--- src/olist_pkg.sv ---
package olist_pkg;

    // Request codes
    localparam logic [2:0] REQ_INS_HEAD = 3'd0;
    localparam logic [2:0] REQ_INS_TAIL = 3'd1;
    localparam logic [2:0] REQ_INS_POS  = 3'd2;
    localparam logic [2:0] REQ_DEL_POS  = 3'd3;
    localparam logic [2:0] REQ_DEL_VAL  = 3'd4;
    localparam logic [2:0] REQ_DUMP     = 3'd5;

    // Status codes
    localparam logic [1:0] ST_OK    = 2'd0;
    localparam logic [1:0] ST_RANGE = 2'd1;
    localparam logic [1:0] ST_FULL  = 2'd2;
    localparam logic [1:0] ST_EMPTY = 2'd3;

    // Most results a single dump emits
    localparam int MAX_RESULTS = 16;

    // Fixed field widths
    localparam int VALUE_W = 32;
    localparam int INDEX_W = 4;
    localparam int COUNT_W = 5;

    typedef logic signed [VALUE_W-1:0] value_t;

endpackage

--- src/ordered_list_engine.sv ---
// Ordered list engine: a bounded list of signed 32-bit words held in one
// synchronous RAM in list order (index 0 is the head).
// Input channel (s_valid/s_ready): one request per transaction - insert at
// head, tail or position, delete at position, delete every match of a value,
// or dump. Result channel (m_valid/m_ready): a dump gives one transaction per
// entry (at most 16) with m_last on the final one; every other request gives
// exactly one transaction carrying status, removed count and entry count.
// A request is taken only while the engine is idle. Inserts and
// deletes at a position shift the entries behind that position through the
// RAM's single read and write port, one entry per cycle; delete by value
// reads every entry once; a dump streams one entry per cycle while the
// result register can take it, and otherwise holds until the receiver
// accepts.
// A result register decouples the two sides: a new request is accepted while
// the previous result waits; a stalled receiver holds the engine only when
// its next result is ready to leave.
// Reset empties the list at once (count cleared); the RAM needs no clearing.
module ordered_list_engine #(
    parameter int CAPACITY = 16
) (
    input  logic                                aclk,
    input  logic                                aresetn,
    input  logic                                s_valid,
    output logic                                s_ready,
    input  logic [2:0]                          s_req_type,
    input  logic signed [31:0]                  s_item_value,
    input  logic [4:0]                          s_position,
    output logic                                m_valid,
    input  logic                                m_ready,
    output logic signed [31:0]                  m_out_value,
    output logic [olist_pkg::INDEX_W-1:0]       m_out_index,
    output logic [olist_pkg::COUNT_W-1:0]       m_removed,
    output logic [olist_pkg::COUNT_W-1:0]       m_entry_count,
    output logic [1:0]                          m_status,
    output logic                                m_last
);

    localparam int AW = (CAPACITY > 1) ? $clog2(CAPACITY) : 1;
    localparam int CW = $clog2(CAPACITY + 1);

    localparam logic [2:0] S_IDLE  = 3'd0;
    localparam logic [2:0] S_INS   = 3'd1;
    localparam logic [2:0] S_DELP  = 3'd2;
    localparam logic [2:0] S_DELV  = 3'd3;
    localparam logic [2:0] S_DUMP  = 3'd4;
    localparam logic [2:0] S_REPLY = 3'd5;

    logic [2:0]          state_reg, state_next;
    logic [CW-1:0]       count_reg, count_next;
    logic [CW-1:0]       ptr_reg, ptr_next;
    logic [CW-1:0]       j_reg, j_next;
    logic [CW-1:0]       pos_reg, pos_next;
    olist_pkg::value_t   value_reg, value_next;
    logic [CW-1:0]       removed_reg, removed_next;
    logic [1:0]          status_reg, status_next;
    logic                pend_reg, pend_next;
    logic [AW-1:0]       pend_addr_reg, pend_addr_next;

    logic                mem_we;
    logic [AW-1:0]       mem_waddr;
    olist_pkg::value_t   mem_wdata;
    logic                mem_re;
    logic [AW-1:0]       mem_raddr;
    olist_pkg::value_t   mem_rdata;

    logic                out_free;
    logic                out_load;
    olist_pkg::value_t   ld_value;
    logic [olist_pkg::INDEX_W-1:0] ld_index;
    logic [CW-1:0]       ld_removed;
    logic [CW-1:0]       ld_count;
    logic [1:0]          ld_status;
    logic                ld_last;
    int                  dump_len;

    logic                m_valid_reg;
    olist_pkg::value_t   m_value_reg;
    logic [olist_pkg::INDEX_W-1:0] m_index_reg;
    logic [CW-1:0]       m_removed_reg;
    logic [CW-1:0]       m_count_reg;
    logic [1:0]          m_status_reg;
    logic                m_last_reg;

    olist_mem #(
        .DEPTH (CAPACITY),
        .AW    (AW)
    ) u_mem (
        .aclk  (aclk),
        .we    (mem_we),
        .waddr (mem_waddr),
        .wdata (mem_wdata),
        .re    (mem_re),
        .raddr (mem_raddr),
        .rdata (mem_rdata)
    );

    assign out_free = !m_valid_reg || m_ready;
    assign s_ready  = (state_reg == S_IDLE);
    assign dump_len = (int'(count_reg) > olist_pkg::MAX_RESULTS) ?
                      olist_pkg::MAX_RESULTS : int'(count_reg);

    // Sequencer: read, move, write back one entry per cycle unless a dump stalls
    always_comb begin
        state_next     = state_reg;
        count_next     = count_reg;
        ptr_next       = ptr_reg;
        j_next         = j_reg;
        pos_next       = pos_reg;
        value_next     = value_reg;
        removed_next   = removed_reg;
        status_next    = status_reg;
        pend_next      = pend_reg;
        pend_addr_next = pend_addr_reg;
        mem_we         = 1'b0;
        mem_waddr      = '0;
        mem_wdata      = '0;
        mem_re         = 1'b0;
        mem_raddr      = '0;
        out_load       = 1'b0;
        ld_value       = '0;
        ld_index       = '0;
        ld_removed     = '0;
        ld_count       = count_reg;
        ld_status      = olist_pkg::ST_OK;
        ld_last        = 1'b1;

        unique case (state_reg)
            S_IDLE: begin
                if (s_valid) begin
                    value_next   = s_item_value;
                    removed_next = '0;
                    status_next  = olist_pkg::ST_OK;
                    ptr_next     = '0;
                    j_next       = '0;
                    pend_next    = 1'b0;
                    unique case (s_req_type) inside
                        olist_pkg::REQ_INS_HEAD, olist_pkg::REQ_INS_TAIL,
                        olist_pkg::REQ_INS_POS: begin
                            if (s_req_type == olist_pkg::REQ_INS_POS &&
                                int'(s_position) > int'(count_reg)) begin
                                status_next = olist_pkg::ST_RANGE;
                                state_next  = S_REPLY;
                            end else if (int'(count_reg) >= CAPACITY) begin
                                status_next = olist_pkg::ST_FULL;
                                state_next  = S_REPLY;
                            end else begin
                                if (s_req_type == olist_pkg::REQ_INS_HEAD) begin
                                    pos_next = '0;
                                end else if (s_req_type == olist_pkg::REQ_INS_TAIL) begin
                                    pos_next = count_reg;
                                end else begin
                                    pos_next = CW'(s_position);
                                end
                                ptr_next   = count_reg;
                                state_next = S_INS;
                            end
                        end
                        olist_pkg::REQ_DEL_POS: begin
                            if (count_reg == '0) begin
                                status_next = olist_pkg::ST_EMPTY;
                                state_next  = S_REPLY;
                            end else if (int'(s_position) >= int'(count_reg)) begin
                                status_next = olist_pkg::ST_RANGE;
                                state_next  = S_REPLY;
                            end else begin
                                pos_next   = CW'(s_position);
                                ptr_next   = CW'(s_position) + CW'(1);
                                state_next = S_DELP;
                            end
                        end
                        olist_pkg::REQ_DEL_VAL: begin
                            if (count_reg == '0) begin
                                status_next = olist_pkg::ST_EMPTY;
                                state_next  = S_REPLY;
                            end else begin
                                state_next = S_DELV;
                            end
                        end
                        olist_pkg::REQ_DUMP: begin
                            if (count_reg == '0) begin
                                status_next = olist_pkg::ST_EMPTY;
                                state_next  = S_REPLY;
                            end else begin
                                state_next = S_DUMP;
                            end
                        end
                        default: begin
                            state_next = S_REPLY;
                        end
                    endcase
                end
            end

            // Shift entries up towards the tail, then drop the new word in
            S_INS: begin
                if (pend_reg) begin
                    mem_we    = 1'b1;
                    mem_waddr = pend_addr_reg + AW'(1);
                    mem_wdata = mem_rdata;
                    pend_next = 1'b0;
                end
                if (ptr_reg > pos_reg) begin
                    mem_re         = 1'b1;
                    mem_raddr      = AW'(ptr_reg - CW'(1));
                    pend_next      = 1'b1;
                    pend_addr_next = AW'(ptr_reg - CW'(1));
                    ptr_next       = ptr_reg - CW'(1);
                end else if (!pend_reg) begin
                    mem_we     = 1'b1;
                    mem_waddr  = AW'(pos_reg);
                    mem_wdata  = value_reg;
                    count_next = count_reg + CW'(1);
                    state_next = S_REPLY;
                end
            end

            // Close the gap by moving later entries down one place
            S_DELP: begin
                if (pend_reg) begin
                    mem_we    = 1'b1;
                    mem_waddr = pend_addr_reg - AW'(1);
                    mem_wdata = mem_rdata;
                    pend_next = 1'b0;
                end
                if (ptr_reg < count_reg) begin
                    mem_re         = 1'b1;
                    mem_raddr      = AW'(ptr_reg);
                    pend_next      = 1'b1;
                    pend_addr_next = AW'(ptr_reg);
                    ptr_next       = ptr_reg + CW'(1);
                end else if (!pend_reg) begin
                    count_next   = count_reg - CW'(1);
                    removed_next = CW'(1);
                    state_next   = S_REPLY;
                end
            end

            // Compact in place: keep non-matching entries at the write index
            S_DELV: begin
                if (pend_reg) begin
                    pend_next = 1'b0;
                    if (mem_rdata != value_reg) begin
                        mem_we    = 1'b1;
                        mem_waddr = AW'(j_reg);
                        mem_wdata = mem_rdata;
                        j_next    = j_reg + CW'(1);
                    end
                end
                if (ptr_reg < count_reg) begin
                    mem_re         = 1'b1;
                    mem_raddr      = AW'(ptr_reg);
                    pend_next      = 1'b1;
                    pend_addr_next = AW'(ptr_reg);
                    ptr_next       = ptr_reg + CW'(1);
                end else if (!pend_reg) begin
                    removed_next = count_reg - j_reg;
                    count_next   = j_reg;
                    state_next   = S_REPLY;
                end
            end

            // Stream entries out, one read in flight ahead of the result register
            S_DUMP: begin
                if (pend_reg && out_free) begin
                    out_load  = 1'b1;
                    ld_value  = mem_rdata;
                    ld_index  = olist_pkg::INDEX_W'(pend_addr_reg);
                    ld_last   = (int'(pend_addr_reg) + 1 == dump_len);
                    pend_next = 1'b0;
                end
                if (int'(ptr_reg) < dump_len && (!pend_reg || out_free)) begin
                    mem_re         = 1'b1;
                    mem_raddr      = AW'(ptr_reg);
                    pend_next      = 1'b1;
                    pend_addr_next = AW'(ptr_reg);
                    ptr_next       = ptr_reg + CW'(1);
                end else if (!pend_reg && int'(ptr_reg) >= dump_len) begin
                    state_next = S_IDLE;
                end
            end

            S_REPLY: begin
                if (out_free) begin
                    out_load   = 1'b1;
                    ld_removed = removed_reg;
                    ld_status  = status_reg;
                    state_next = S_IDLE;
                end
            end

            default: begin
                state_next = S_IDLE;
            end
        endcase
    end

    // Control state
    always_ff @(posedge aclk) begin
        if (!aresetn) begin
            state_reg   <= S_IDLE;
            count_reg   <= '0;
            pend_reg    <= 1'b0;
            m_valid_reg <= 1'b0;
        end else begin
            state_reg <= state_next;
            count_reg <= count_next;
            pend_reg  <= pend_next;
            if (out_load) begin
                m_valid_reg <= 1'b1;
            end else if (m_ready) begin
                m_valid_reg <= 1'b0;
            end
        end
    end

    // Datapath registers
    always_ff @(posedge aclk) begin
        ptr_reg       <= ptr_next;
        j_reg         <= j_next;
        pos_reg       <= pos_next;
        value_reg     <= value_next;
        removed_reg   <= removed_next;
        status_reg    <= status_next;
        pend_addr_reg <= pend_addr_next;
        if (out_load) begin
            m_value_reg   <= ld_value;
            m_index_reg   <= ld_index;
            m_removed_reg <= ld_removed;
            m_count_reg   <= ld_count;
            m_status_reg  <= ld_status;
            m_last_reg    <= ld_last;
        end
    end

    assign m_valid       = m_valid_reg;
    assign m_out_value   = m_value_reg;
    assign m_out_index   = m_index_reg;
    assign m_removed     = olist_pkg::COUNT_W'(m_removed_reg);
    assign m_entry_count = olist_pkg::COUNT_W'(m_count_reg);
    assign m_status      = m_status_reg;
    assign m_last        = m_last_reg;

endmodule

--- src/olist_mem.sv ---
module olist_mem #(
    parameter int DEPTH = 16,
    parameter int AW    = 4
) (
    input  logic               aclk,
    input  logic               we,
    input  logic [AW-1:0]      waddr,
    input  olist_pkg::value_t  wdata,
    input  logic               re,
    input  logic [AW-1:0]      raddr,
    output olist_pkg::value_t  rdata
);

    olist_pkg::value_t mem [DEPTH];
    olist_pkg::value_t rdata_reg;

    // One write port, one registered read port; a read sees the old contents
    always_ff @(posedge aclk) begin
        if (we) begin
            mem[waddr] <= wdata;
        end
        if (re) begin
            rdata_reg <= mem[raddr];
        end
    end

    assign rdata = rdata_reg;

endmodule
--- config.mk ---
export PLATFORM = sky130hd
export DESIGN_NAME = ordered_list_engine
export DESIGN_NICKNAME = d
export VERILOG_FILES = /design/src/olist_pkg.sv /design/src/ordered_list_engine.sv /design/src/olist_mem.sv
export SDC_FILE = /design/constraint.sdc
export NUM_CORES = 1
export LEC_CHECK = 0
export BUFFER_PORTS_ARGS = -buffer_cell sky130_fd_sc_hd__buf_4
export CORE_ASPECT_RATIO = 1.25
export CORE_MARGIN = 8
export CORE_UTILIZATION = 45
export CTS_CLUSTER_DIAMETER = 80
export DETAILED_ROUTE_END_ITERATION = 12
export PLACE_DENSITY = 0.66
export SYNTH_ARGS = -nofsm -noshare
export SYNTH_HDL_FRONTEND = slang
export SYNTH_SLANG_ARGS = --single-unit
--- constraint.sdc ---
create_clock -name aclk -period 18.8 [get_ports aclk]
set_input_delay 0.94 -clock aclk [delete_from_list [all_inputs] [get_ports aclk]]
set_output_delay 0.94 -clock aclk [all_outputs]
set_load 0.1 [all_outputs]
* Word level (Yosys, flattened, before mapping)
Memory sizes are Yosys's and may differ from the RTL's. A register that Yosys moved wholly into a read port is not among the register bits. Cells that the tools add are included.
Operators by class: bitwise operators 0, multiply operators 0, add/subtract/negate cells 10, eq/ne operators 33, magnitude comparators 8, mux-type cells 97, shift operators 0, div/mod/pow operators 0, reduce and logical (&&, ||, !) cells 32
Operators with widths (number):
- 2-to-1 mux 32 bit | 5
- 2-to-1 mux 5 bit | 28
- case mux 32 bit (3 select lines) | 1
- 2-to-1 mux 4 bit | 12
- inequality test 2 bit (second input constant) | 19
- 2-to-1 mux 3 bit | 12
- case mux 4 bit (3 select lines) | 3
- inequality test 32 bit | 1
- case mux 5 bit (2 select lines) | 3
- case mux 5 bit (3 select lines) | 2
- adder 5 x 1 -> 5 bit (second input constant) | 4
- case mux 5 bit (4 select lines) | 1
- 2-to-1 mux 1 bit | 19
- case mux 3 bit (5 select lines) | 1
- AND reduction 7 bit | 2
- == test 3 x 2 -> 1 bit (second input constant) | 4
- == test 3 bit (second input constant) | 4
- case mux 3 bit (4 select lines) | 1
- AND reduction 6 bit | 2
- greater-or-equal comparator 5 bit | 2
- > comparator 5 bit | 2
- < comparator 5 bit | 2
- subtractor 5 x 1 -> 5 bit (second input constant) | 2
- nonzero test 3 bit | 3
- 28 further kinds | 45
Storage, ports and cells: memories kept 1, bits of input ports 44, logic and storage cells 198, bits in read-only memories 0, bits in writable memories 512, flip-flop bits (word level) 117, output and inout bits 51, bits in latches 0
Memory list:
- u_mem.mem | words 16, width 32, rd ports 1, clocked after memory_dff 1, write ports 1, RTL line olist_mem.sv:14 | olist_pkg::value_t mem [DEPTH];

* Logic depth before layout (Yosys ltp)
Gate-level depths: netlist of run 1.
depth after elaboration 7, depth in mapped cells 14

* Modules after synthesis
Synthesis of run 1 repeated with hierarchy kept, for this count alone.
Unflattened totals: cells, all modules 1443, area, all modules 26865.8 µm²
Modules (own cells, without submodules):
- olist_mem | area each 20155.6 µm², seq. area each 16335.7 µm², cells each 838, instances 1
- ordered_list_engine | area each 6710.2 µm², seq. area each 3413.3 µm², cells each 605, instances 1

* Worst setup path before layout of run 1
Ideal clock, no wire load.
path type register to register, start point register ptr_reg[4], end point memory u_mem.mem[0][0] (netlist bit), enable pin, cell stages (with the launch flop) 9, arrival time 5601 ps, clock period less this slack 6114 ps, path slack 12686 ps, data required time 18287 ps, setup time 513 ps, path buffers 0, cells stage by stage edfxtp_1 > ha_1 > and3_1 > o21a_1 > o21ai_0 > nor3b_2 > a221o_1 > or2_2 > nor4b_1
Between the ends: longest elaborated chain between the ends 5, elaborated cells on any way between the ends 7, classes of those cells order compare (1); mux (6)
Ends and longest elaborated chain:
- from (decl) | RTL line ordered_list_engine.sv:50 | logic [CW-1:0] ptr_reg, ptr_next;
- from (signal assigned) | RTL line ordered_list_engine.sv:318 | ptr_reg <= ptr_next;
- > comparator 5 bit * | RTL line ordered_list_engine.sv:202 | if (ptr_reg > pos_reg) begin
- 2-to-1 mux 1 bit | RTL line ordered_list_engine.sv:202
- case mux 1 bit (3 select lines) | RTL line ordered_list_engine.sv:127 | unique case (state_reg)
- 2-to-1 mux 1 bit | RTL line olist_mem.sv:19 | if (we) begin
- 2-to-1 mux 1 bit (not written as such) | RTL line olist_mem.sv:20 | mem[waddr] <= wdata;
- to (decl) | RTL line olist_mem.sv:14
Every way passes the cells marked *; elsewhere a longest branch is shown, timed or not.

* Worst setup path in the final report of run 1
start point register ptr_reg[0], end point register u_mem.rdata_reg[20] (netlist: u_mem.rdata[20]) (read register of u_mem.mem), data pin
Between the ends: longest elaborated chain between the ends 4, elaborated cells on any way between the ends 13, classes of those cells add/sub (1); order compare (3); mux (8); reduce/logical (1)
Ends and longest elaborated chain:
- < comparator 5 bit | RTL line ordered_list_engine.sv:271 | if (int'(ptr_reg) < dump_len && (!pend_reg || out_free)) begin
- logical AND 1 bit | RTL line ordered_list_engine.sv:271
- 2-to-1 mux 4 bit / 2-to-1 mux 1 bit (equally long branches) | RTL line ordered_list_engine.sv:271
- case mux 4 bit (3 select lines) / case mux 1 bit (3 select lines) (equally long branches) | RTL line ordered_list_engine.sv:127
- to (decl) | RTL line olist_mem.sv:15 | olist_pkg::value_t rdata_reg;
Parallel ways exist; a longest one is shown, timed or not. A chain may end at the register's enable or synchronous reset.

==> metrics.md, run 1 <==
| Metric | Value |
|---|---|
| Max Cap Viol | `0` |
| Seq cells post-synth | `661` |
| Detailed placer's ending HPWL | `39700 microns` |
| Clock skew | `0.0336 ns` |
| Clk sink count | `661` |
| DRT Wirelength | `73200 microns` |
| Mapped Area | `28300 sq um` |
| Largest net degree at the start of global routing | `129` |
| CTS tree | `built` |
| R2R Setup Slk | `13.42 ns` |
| RSZ-0062 raised after global routing | `false` |
| Routed wire length per instance | `25.6 microns` |
| Inserted Diodes | `0` |
| Die height | `296 microns` |
| Max-slew violation count | `0` |
| Layout cells sized above 1 | `0.155` |
| Critical path, cell by cell | `buf_4 -> inv_1 -> ha_1 -> o21ai_0 -> o21ai_4 -> buf_4 -> o22ai_4 -> buf_4 -> buf_4 -> mux2_2 -> o211ai_1 -> nand4_1` |
| Syn Inst Count | `1903` |
| Number of synthesized flops with an enable pin | `651` |
| CP max FO | `84` |
| WP buf/inv | `5` |
| Period utilisation layout | `0.286` |
| Asr flop ratio synth | `0` |
| Status | `finished clean` |
| Die ar. | `71300 sq um` |
| Crit path required time | `19.16 ns` |
| Critical Path AT | `5.74 ns` |
| Worst Max-Slew Pin Slew | `1.14 ns` |
| Fmax | `186 MHz` |
| Cts bufs inserted | `67` |
| Io pins | `95` |
| Utilization after layout | `0.512` |
| Hold crit path type | `in -> reg` |
| Worst-Skew Late Latency | `0.62 ns` |
| Antenna viol nets, final | `0` |
| Vias in the first global route | `17300` |
| Mean Syn Cell Area | `14.9 sq um` |
| Crit start category | `flop` |
| Pwr Density | `162 nW/um^2` |
| Setup WS post-layout | `13.42 ns` |
| Vias/cell | `6.08` |
| GRT overflow | `0` |
| Period minus WS final | `5.38 ns` |
| First-pass GRT wire length | `109000 microns` |
| Max reg flops | `512` |
| Postcts setup bufs | `0` |
| Power, Total | `5.20 mW` |
| Area Growth Syn to Fin | `13.4%` |
| Yosys warns | `0` |
| H-tree depth | `3` |
| Relative slew slack | `0.242` |
| Core area | `62800 sq um` |
| Worst setup EP type | `flop` |
| Vias | `17400` |
| Setup WS pre-CTS | `13.43 ns` |
| # setup viols final | `0` |
| Initial Util | `0.451` |
| # DRC | `0` |
| Die Span X | `240 microns` |
| PortBufs | `94` |
| Post_cts resized | `0` |
| CP max stage cell | `buf_4` |
| Seq/Total Area, Yosys | `0.697` |
| Initial DRC Count | `1778` |
| Clock Tree Root | `clkbuf_16` |
| Leakage power | `10.4 nW` |
| Site Rows | `103` |
| Initial antenna violation count | `3` |
| Critical path class | `reg -> reg` |
| Clock buffer depth | `3` |
| 1st-pass router iterations | `7` |
| Top reg by flops | `u_mem.mem` |
| Final TNS setup | `0 ns` |
| Syn nets | `1982` |
| Top FF cell, synth | `edfxtp_1` |
| Register clock-pin slew on the reported worst setup and hold paths | `0.06 ns` |
| GPL Wtd Cong | `0.870` |
| Post-CTS Hold Buffers | `0` |
| Global-route usage over all layers | `0.203` |
| CP delay by family, top | `buffers and inverters` |
| Final Hold Fails | `0` |
| Cell mode on critical path | `buf_4` |
| Peak supply drop | `0.0821 mV` |
| Slowest stage delay, CP | `0.86 ns` |
| Yosys cell types | `67` |
| Nets | `2043` |
## power by group
| group | internal, mW | total, mW | switching [mW] |
|---|---|---|---|
| clock | 0.755 | 1.31 | 0.557 |
| sequential | 2.00 | 2.16 | 0.157 |
| combinational | 0.540 | 1.74 | 1.20 |
| total | 3.29 | 5.20 | 1.91 |
## final timing paths
path,start,depth (start not counted),end
worst min-delay path,s_item_value[9],1,value_reg[9]
worst min register to register,removed_reg[2],1,m_removed[2]
worst max-delay path,ptr_reg[0],12,u_mem.rdata[20]
worst max register to register,ptr_reg[0],12,u_mem.rdata[20]
## cell usage after synthesis (19+ instances only)
cell type	number	area share
a21oi_1	85	0.015
ha_1	33	0.015
o211ai_1	135	0.036
nand2_1	99	0.013
clkbuf_1	95	0.013
mux2_1	22	0.0087
mux2i_1	64	0.023
and2_1	43	0.0095
buf_2	20	0.0035
nor2_1	44	0.0058
a221o_1	69	0.024
xnor2_1	45	0.014
mux2_2	43	0.017
nand4_1	43	0.0095
o21ai_0	19	0.0034
edfxtp_1	651	0.69
o221ai_1	65	0.020
inv_1	94	0.012
a22o_1	34	0.011
## stage by stage
step | cell area [sq um] | std cells | hold WS [ns]
finish | 32100 | 2859 | 0.497
global route | 32100 | 2859 | 0.486
CTS | 32100 | 2859 | 0.464
detailed placement | 30000 | 2735 | 0.503
global placement | 30000 | 2735 | 0.500
floorplan | 28300 | 1903 | 0.443
## layer usage
metal | vias to the layer above | routed length [microns] | global-route usage
li1 | 7647 | - | -
met5 | - | 26 | 0
met1 | 8773 | 29900 | 0.267
met2 | 813 | 35200 | 0.333
met3 | 154 | 5520 | 0.0373
met4 | 4 | 2610 | 0.0841
## final cells by class
class                      count  area, sq um
clock buffer                  82         1800
clock inverter                42          362
tap                          840         1050
inverter                      95          357
sequential                   661        19700
multi-input combinational   1010         7820
timing repair buffer         129          981
fill                        5125        30600
## layout by cell type (no fill, tap or decap), types with 7 or more instances in the layout
cell and count:
nor2_1 36, clkbuf_16 70, xor2_1 11, nand3_1 18, mux2_1 22, xnor2_1 45, nor3_1 7, a221o_1 69
mux2i_1 64, o211ai_1 135, nand2_1 98, dfxtp_1 10, a22o_1 34, a21oi_1 85, or2_2 8, clkinv_1 17
buf_4 128, ha_1 33, clkinv_2 12, nand4_1 43, o21ai_0 19, clkbuf_1 12, o221ai_1 65, inv_1 92
mux2_2 43, nand2b_1 11, edfxtp_1 651, nor2_4 8, and2_1 43
## kinds of logic after synthesis
logic type	share of synthesized area
DFF	0.697
muxes	0.0485
AOI/OAI and AO/OA	0.130
xor gates and xnor gates	0.0173
and+or+nand+nor	0.0576
adders and majority gates	0.0160
buffers and inverters	0.0336
Note: power is estimated with default switching activity, not from simulation.
==> inputs of run 2 (changes only) <==
==> constraint.sdc (replaced) <==
create_clock -name aclk -period 5.1 [get_ports aclk]
set_input_delay 0.255 -clock aclk [delete_from_list [all_inputs] [get_ports aclk]]
set_output_delay 0.255 -clock aclk [all_outputs]
set_load 0.1 [all_outputs]
==> metrics.md, run 2 (synthesis results as in run 1) <==
| Metric | Value |
|---|---|
| Status | `finished clean (unchanged)` |
| DRT Wirelength | `76100 microns (was 73200 microns)` |
| Top reg by flops | `u_mem.mem (unchanged)` |
| Worst r2r src | `ptr_reg[3] (was ptr_reg[0])` |
| Area Growth Syn to Fin | `15.9% (was 13.4%)` |
| Power, Total | `19.7 mW (was 5.20 mW)` |
| PortBufs | `94 (unchanged)` |
| Vias in the first global route | `17700 (was 17300)` |
| Fillers | `5075 (was 5125)` |
| Combinational share of power | `0.347 (was 0.334)` |
| Clock Tree Root | `clkbuf_16 (unchanged)` |
| Site Rows | `103 (unchanged)` |
| Hold slack | `0.0613 ns (was 0.497 ns)` |
| Placed cell count | `2757 (was 2735)` |
| Worst R2R End | `u_mem.mem[15][4] (was u_mem.rdata[20])` |
| Hold_sp | `s_position[2] (was s_item_value[9])` |
| R2R Setup Slk | `0.47 ns (was 13.42 ns)` |
| Critical path class | `reg -> reg (unchanged)` |
| Peak supply drop | `0.519 mV (was 0.0821 mV)` |
| CP max FO | `36 (was 84)` |
| Die Span X | `240 microns (unchanged)` |
| Max-slew violation count | `0 (unchanged)` |
| GPL Wtd Cong | `0.874 (was 0.870)` |
| Utilization after layout | `0.523 (was 0.512)` |
| Clock Power Share | `0.250 (was 0.252)` |
| CP delay by family, top | `simple AND/OR/NAND/NOR gates (was buffers and inverters)` |
| Period utilisation layout | `0.908 (was 0.286)` |
| Placed Area | `30300 sq um (was 30000 sq um)` |
| Leakage power | `10.7 nW (was 10.4 nW)` |
| Clock skew | `0.0333 ns (was 0.0336 ns)` |
| Clk sink count | `661 (unchanged)` |
| First-pass GRT wire length | `114000 microns (was 109000 microns)` |
| Min-Delay Path Depth | `3 (was 1)` |
| Pwr Density | `599 nW/um^2 (was 162 nW/um^2)` |
| WP buf/inv | `2 (was 5)` |
| Final Hold Fails | `0 (unchanged)` |
| Die ar. | `71300 sq um (unchanged)` |
| Layout cells sized above 1 | `0.160 (was 0.155)` |
| Global-route usage over all layers | `0.213 (was 0.203)` |
| Commonest non-fill, non-tap cell in the layout | `edfxtp_1 (unchanged)` |
| Fmax | `216 MHz (was 186 MHz)` |
| Post-route cell area | `32800 sq um (was 32100 sq um)` |
| Crit path required time | `5.36 ns (was 19.16 ns)` |
| Routed wire length per instance | `26.2 microns (was 25.6 microns)` |
| Crit start category | `flop (unchanged)` |
| Nets | `2099 (was 2043)` |
| Commonest cells after routing, fill and taps aside | `edfxtp_1, buf_4, o211ai_1 (was edfxtp_1, o211ai_1, buf_4)` |
| # DRC | `0 (unchanged)` |
| Die height | `296 microns (unchanged)` |
| Worst Max-Slew Pin Slew | `1.09 ns (was 1.14 ns)` |
| Period minus WS final | `4.63 ns (was 5.38 ns)` |
| Slowest stage delay, CP | `0.77 ns (was 0.86 ns)` |
| Hold crit path type | `in -> reg (unchanged)` |
| Antenna viol nets, final | `0 (unchanged)` |
| GRT overflow | `0 (unchanged)` |
| Inserted Diodes | `0 (unchanged)` |
| Clock buffer depth | `3 (unchanged)` |
| Largest net degree at the start of global routing | `123 (was 129)` |
| Initial Util | `0.451 (unchanged)` |
| CTS tree | `built (unchanged)` |
| Setup WS post-layout | `0.470 ns (was 13.42 ns)` |
| 1st-pass router iterations | `6 (was 7)` |
| Initial antenna violation count | `1 (was 3)` |
| Relative slew slack | `0.269 (was 0.242)` |
| Io pins | `95 (unchanged)` |
| Max Cap Viol | `0 (unchanged)` |
| CP max stage cell | `edfxtp_1 (was buf_4)` |
| Max reg flops | `512 (unchanged)` |
| # setup viols final | `0 (unchanged)` |
| Core area | `62800 sq um (unchanged)` |
| Detailed placer's ending HPWL | `45300 microns (was 39700 microns)` |
| Register clock-pin slew on the reported worst setup and hold paths | `0.06 ns (about the same)` |
| Worst setup EP type | `flop (unchanged)` |
| Setup WS pre-CTS | `0.542 ns (was 13.43 ns)` |
| Critical Path AT | `4.89 ns (was 5.74 ns)` |
| Worst Hold Endpoint | `pos_reg[2] (was value_reg[9])` |
| Post_cts resized | `0 (unchanged)` |
| Switching Fraction | `0.370 (was 0.367)` |
| Initial DRC Count | `2050 (was 1778)` |
| Vias | `17800 (was 17400)` |
| Vias/cell | `6.11 (was 6.08)` |
| Cts bufs inserted | `67 (unchanged)` |
| Worst-Skew Late Latency | `0.61 ns (was 0.62 ns)` |
| H-tree depth | `3 (unchanged)` |
| RSZ-0062 raised after global routing | `false (unchanged)` |
| NetSw | `7.27 mW (was 1.91 mW)` |
| Final TNS setup | `0 ns (unchanged)` |
| Sequential share of power | `0.403 (was 0.414)` |
| R2R depth | `10 (was 12)` |
| Final Non-Filler Cells | `2907 (was 2859)` |
| Int Power | `12.4 mW (was 3.29 mW)` |
| Critical path, cell by cell | `ha_1 -> and3_1 -> o21a_1 -> o21ai_0 -> nor3b_4 -> buf_12 -> a221o_1 -> nand2_1 -> nor2_4 -> buf_4 (was buf_4 -> inv_1 -> ha_1 -> o21ai_0 -> o21ai_4 -> buf_4 -> o22ai_4 -> buf_4 -> buf_4 -> mux2_2 -> o211ai_1 -> nand4_1)` |
## run 2: layout make-up
type	count	area, sq um	share of cell area
flip-flops and latches	661	19700	0.602
inverters	95	357	0.0109
well taps	840	1050	0.0320
multi-input cells	1010	7830	0.239
repair buffers	185	1660	0.0506
clock inverters	35	387	0.0118
clock buffers	81	1790	0.0546
## run 2: worst max-delay path by stage
stage | from | endpoint | slack [ns] | cells past startpoint
floorplan | ptr_reg[4] | u_mem.mem[0][0] | 0.58 | 8
global placement | ptr_reg[3] | u_mem.mem[15][4] | 0.67 | 10
detailed placement | ptr_reg[3] | u_mem.mem[15][4] | 0.54 | 10
CTS | ptr_reg[3] | u_mem.mem[15][4] | 0.50 | 10
global route | ptr_reg[3] | u_mem.mem[15][4] | 0.23 | 10
finish | ptr_reg[3] | u_mem.mem[15][4] | 0.47 | 10
## run 2: per-layer routing
layer,track usage,up-vias,part of all wire
met5,0,-,0
met4,0.0813,0,0.034
met3,0.0364,180,0.077
met2,0.350,834,0.48
met1,0.281,8976,0.40
li1,-,7772,-
## run 2: what timing repair did
item / in CTS / in global routing
hold buffers: 34 / 0
endpoints found under the hold margin: 43 / 0
buffers inserted: 0 / 0
## run 2: worst min-delay path, stage by stage
cell	delay [ns]
buf_4	0.12
o21ai_0	0.08
nand2_1	0.10
## run 2: power by group through the flow
stage / registers [mW] / logic, mW / clock network [mW]
6_report: 7.92 / 6.84 / 4.92
2_1_floorplan: 8.22 / 4.13 / 0
4_1_cts: 7.92 / 6.80 / 4.99
5_1_grt: 8.00 / 7.29 / 5.18
3_5_place_dp: 8.02 / 6.74 / 0
3_3_place_gp: 8.00 / 6.62 / 0
==> inputs of run 3 (changes only) <==
--- a/config.mk
+++ b/config.mk
@@ -9,6 +9,7 @@
 export CORE_ASPECT_RATIO = 1.25
 export CORE_MARGIN = 8
 export CORE_UTILIZATION = 45
+export CTS_BUF_LIST = sky130_fd_sc_hd__clkbuf_4 sky130_fd_sc_hd__clkbuf_8 sky130_fd_sc_hd__clkbuf_16
 export CTS_CLUSTER_DIAMETER = 80
 export DETAILED_ROUTE_END_ITERATION = 12
 export PLACE_DENSITY = 0.66
==> constraint.sdc (replaced) <==
create_clock -name aclk -period 4.43 [get_ports aclk]
set_input_delay 0.2215 -clock aclk [delete_from_list [all_inputs] [get_ports aclk]]
set_output_delay 0.2215 -clock aclk [all_outputs]
set_load 0.1 [all_outputs]
==> metrics.md, run 3 (synthesis results as in run 1) <==
| Metric | Value |
|---|---|
| Register clock-pin slew on the reported worst setup and hold paths | `0.06 ns (about the same)` |
| Status | `finished clean (unchanged)` |
| Commonest cells after routing, fill and taps aside | `edfxtp_1, buf_4, o211ai_1 (unchanged)` |
| Worst R2R End | `u_mem.mem[6][2] (was u_mem.mem[15][4])` |
| Vias in the first global route | `18000 (was 17700)` |
| 1st-pass router iterations | `6 (unchanged)` |
| Pwr Density | `681 nW/um^2 (was 599 nW/um^2)` |
| Post-route cell area | `33200 sq um (was 32800 sq um)` |
| Period utilisation layout | `0.914 (was 0.908)` |
| GRT overflow | `0 (unchanged)` |
| Clock skew | `0.0310 ns (was 0.0333 ns)` |
| Worst Hold Endpoint | `m_valid (was pos_reg[2])` |
| # DRC | `0 (unchanged)` |
| Die Span X | `240 microns (unchanged)` |
| Postcts setup bufs | `0 (unchanged)` |
| First-pass GRT wire length | `114000 microns (about the same)` |
| PortBufs | `94 (unchanged)` |
| Critical path class | `reg -> reg (unchanged)` |
| Crit path required time | `4.73 ns (was 5.36 ns)` |
| Worst r2r src | `ptr_reg[3] (unchanged)` |
| Peak supply drop | `0.618 mV (was 0.519 mV)` |
| GPL Wtd Cong | `0.867 (was 0.874)` |
| Top Layer Used | `met4 (unchanged)` |
| Hold crit path type | `in -> reg (unchanged)` |
| Power, Total | `22.6 mW (was 19.7 mW)` |
| CP max stage cell | `edfxtp_1 (unchanged)` |
| Relative slew slack | `0.234 (was 0.269)` |
| Vias/cell | `6.13 (was 6.11)` |
| Fmax | `247 MHz (was 216 MHz)` |
| Hold_sp | `m_ready (was s_position[2])` |
| Worst Max-Slew Pin Slew | `1.14 ns (was 1.09 ns)` |
| Period minus WS final | `4.05 ns (was 4.63 ns)` |
| Critical path, cell by cell | `ha_1 -> and3_1 -> o21a_1 -> o21ai_0 -> nor3b_4 -> a221o_1 -> nor3b_1 -> and3b_2 -> buf_12 (was ha_1 -> and3_1 -> o21a_1 -> o21ai_0 -> nor3b_4 -> buf_12 -> a221o_1 -> nand2_1 -> nor2_4 -> buf_4)` |
| CP delay by family, top | `simple AND/OR/NAND/NOR gates (unchanged)` |
| R2R Setup Slk | `0.38 ns (was 0.47 ns)` |
| Clock Tree Root | `clkbuf_16 (unchanged)` |
| Die height | `296 microns (unchanged)` |
| Die ar. | `71300 sq um (unchanged)` |
| Cts bufs inserted | `68 (was 67)` |
| RSZ-0062 raised after global routing | `false (unchanged)` |
| WP buf/inv | `1 (was 2)` |
| Core area | `62800 sq um (unchanged)` |
| Critical Path AT | `4.34 ns (was 4.89 ns)` |
| R2R depth | `9 (was 10)` |
| Fillers | `5023 (was 5075)` |
| Max reg flops | `512 (unchanged)` |
| Top reg by flops | `u_mem.mem (unchanged)` |
| Final Hold Fails | `0 (unchanged)` |
| Routed wire length per instance | `26.3 microns (was 26.2 microns)` |
| Commonest non-fill, non-tap cell in the layout | `edfxtp_1 (unchanged)` |
| Crit start category | `flop (unchanged)` |
| Worst-Skew Late Latency | `0.62 ns (was 0.61 ns)` |
| Antenna viol nets, final | `0 (unchanged)` |
| Initial Util | `0.451 (unchanged)` |
| Worst setup EP type | `flop (unchanged)` |
| Min-Delay Path Depth | `3 (unchanged)` |
| Initial antenna violation count | `3 (was 1)` |
| Met1 wire length | `30400 microns (was 30800 microns)` |
| Placed Area | `30700 sq um (was 30300 sq um)` |
| Metal3 WL | `6670 microns (was 5860 microns)` |
| # setup viols final | `0 (unchanged)` |
| CTS tree | `built (unchanged)` |
| Max-slew violation count | `0 (unchanged)` |
| Max Cap Viol | `0 (unchanged)` |
| Vias | `18000 (was 17800)` |
| Initial DRC Count | `2099 (was 2050)` |
| Leakage power | `10.9 nW (was 10.7 nW)` |
| Layout cells sized above 1 | `0.174 (was 0.160)` |
| Clock buffer depth | `3 (unchanged)` |
| Nets | `2126 (was 2099)` |
| Met2 wire len | `37800 microns (was 36800 microns)` |
| Detailed placer's ending HPWL | `45100 microns (was 45300 microns)` |
| Io pins | `95 (unchanged)` |
| Largest net degree at the start of global routing | `87 (was 123)` |
| H-tree depth | `3 (unchanged)` |
| Slowest stage delay, CP | `0.77 ns (about the same)` |
| Site Rows | `103 (unchanged)` |
| Area Growth Syn to Fin | `17.4% (was 15.9%)` |
| CP max FO | `18 (was 36)` |
| Clk sink count | `661 (unchanged)` |
| Global-route usage over all layers | `0.215 (was 0.213)` |
| DRT Wirelength | `77300 microns (was 76100 microns)` |
run 3: tightest hold or removal path, cell delays in order:
cell and delay (ns):
buf_4 0.10, nand2b_1 0.18, a21boi_0 0.10
run 3: worst max-delay path by stage:
stage / from / endpoint / slack [ns] / cells after the start
final: ptr_reg[3] / u_mem.mem[6][2] / 0.38 / 9
after detailed placement: ptr_reg[3] / u_mem.mem[6][29] / 0.48 / 9
after floorplan: state_reg[2] / status_reg[0] / -0.03 / 5
after CTS: ptr_reg[3] / u_mem.mem[6][2] / 0.44 / 9
after global placement: u_mem.rdata[1] / u_mem.mem[0][15] / 0.54 / 9
after global routing: count_reg[1] / u_mem.rdata[6] / 0.10 / 13
run 3: final cells by class:
type | instances | area (sq um) | area share
Clock buffer | 83 | 1830 | 0.0551
Multi-Input combinational cell | 1010 | 7830 | 0.236
Inverter | 95 | 357 | 0.0107
Sequential cell | 661 | 19700 | 0.594
Timing Repair Buffer | 211 | 2120 | 0.0637
Tap cell | 840 | 1050 | 0.0316
Clock inverter | 39 | 293 | 0.00881
Antenna cell | 1 | 2.50 | 0.0000753
run 3: timing repair:
action	CTS	global route
hold buffers	38	0
endpoints found under the setup margin	0	0
endpoints found under the hold margin	46	0
resized for setup	0	0
run 3: layer usage:
layer / global-route usage / vias up
met1: 0.279 / 9094
li1: - / 7852
met2: 0.358 / 925
met5: 0 / -
met4: 0.0806 / 0
met3: 0.0407 / 151
run 3: through the flow:
stage | std cells | setup TNS, ns | util | setup slack, ns | hold WS [ns]
after floorplan | 1903 | -0.998 | - | -0.0293 | 0.320
after global placement | 2779 | 0 | 0.490 | 0.538 | 0.400
after detailed placement | 2779 | 0 | 0.490 | 0.478 | 0.401
after CTS | 2939 | 0 | 0.529 | 0.439 | 0.00400
after global routing | 2939 | 0 | 0.529 | 0.102 | 0.0417
final | 2940 | 0 | 0.530 | 0.383 | 0.0375
run 3: where the power goes:
group	internal [mW]	switching [mW]	leakage, nW
sequential	8.48	0.619	5.85
clock	3.14	2.39	1.06
combinational	2.63	5.38	3.97
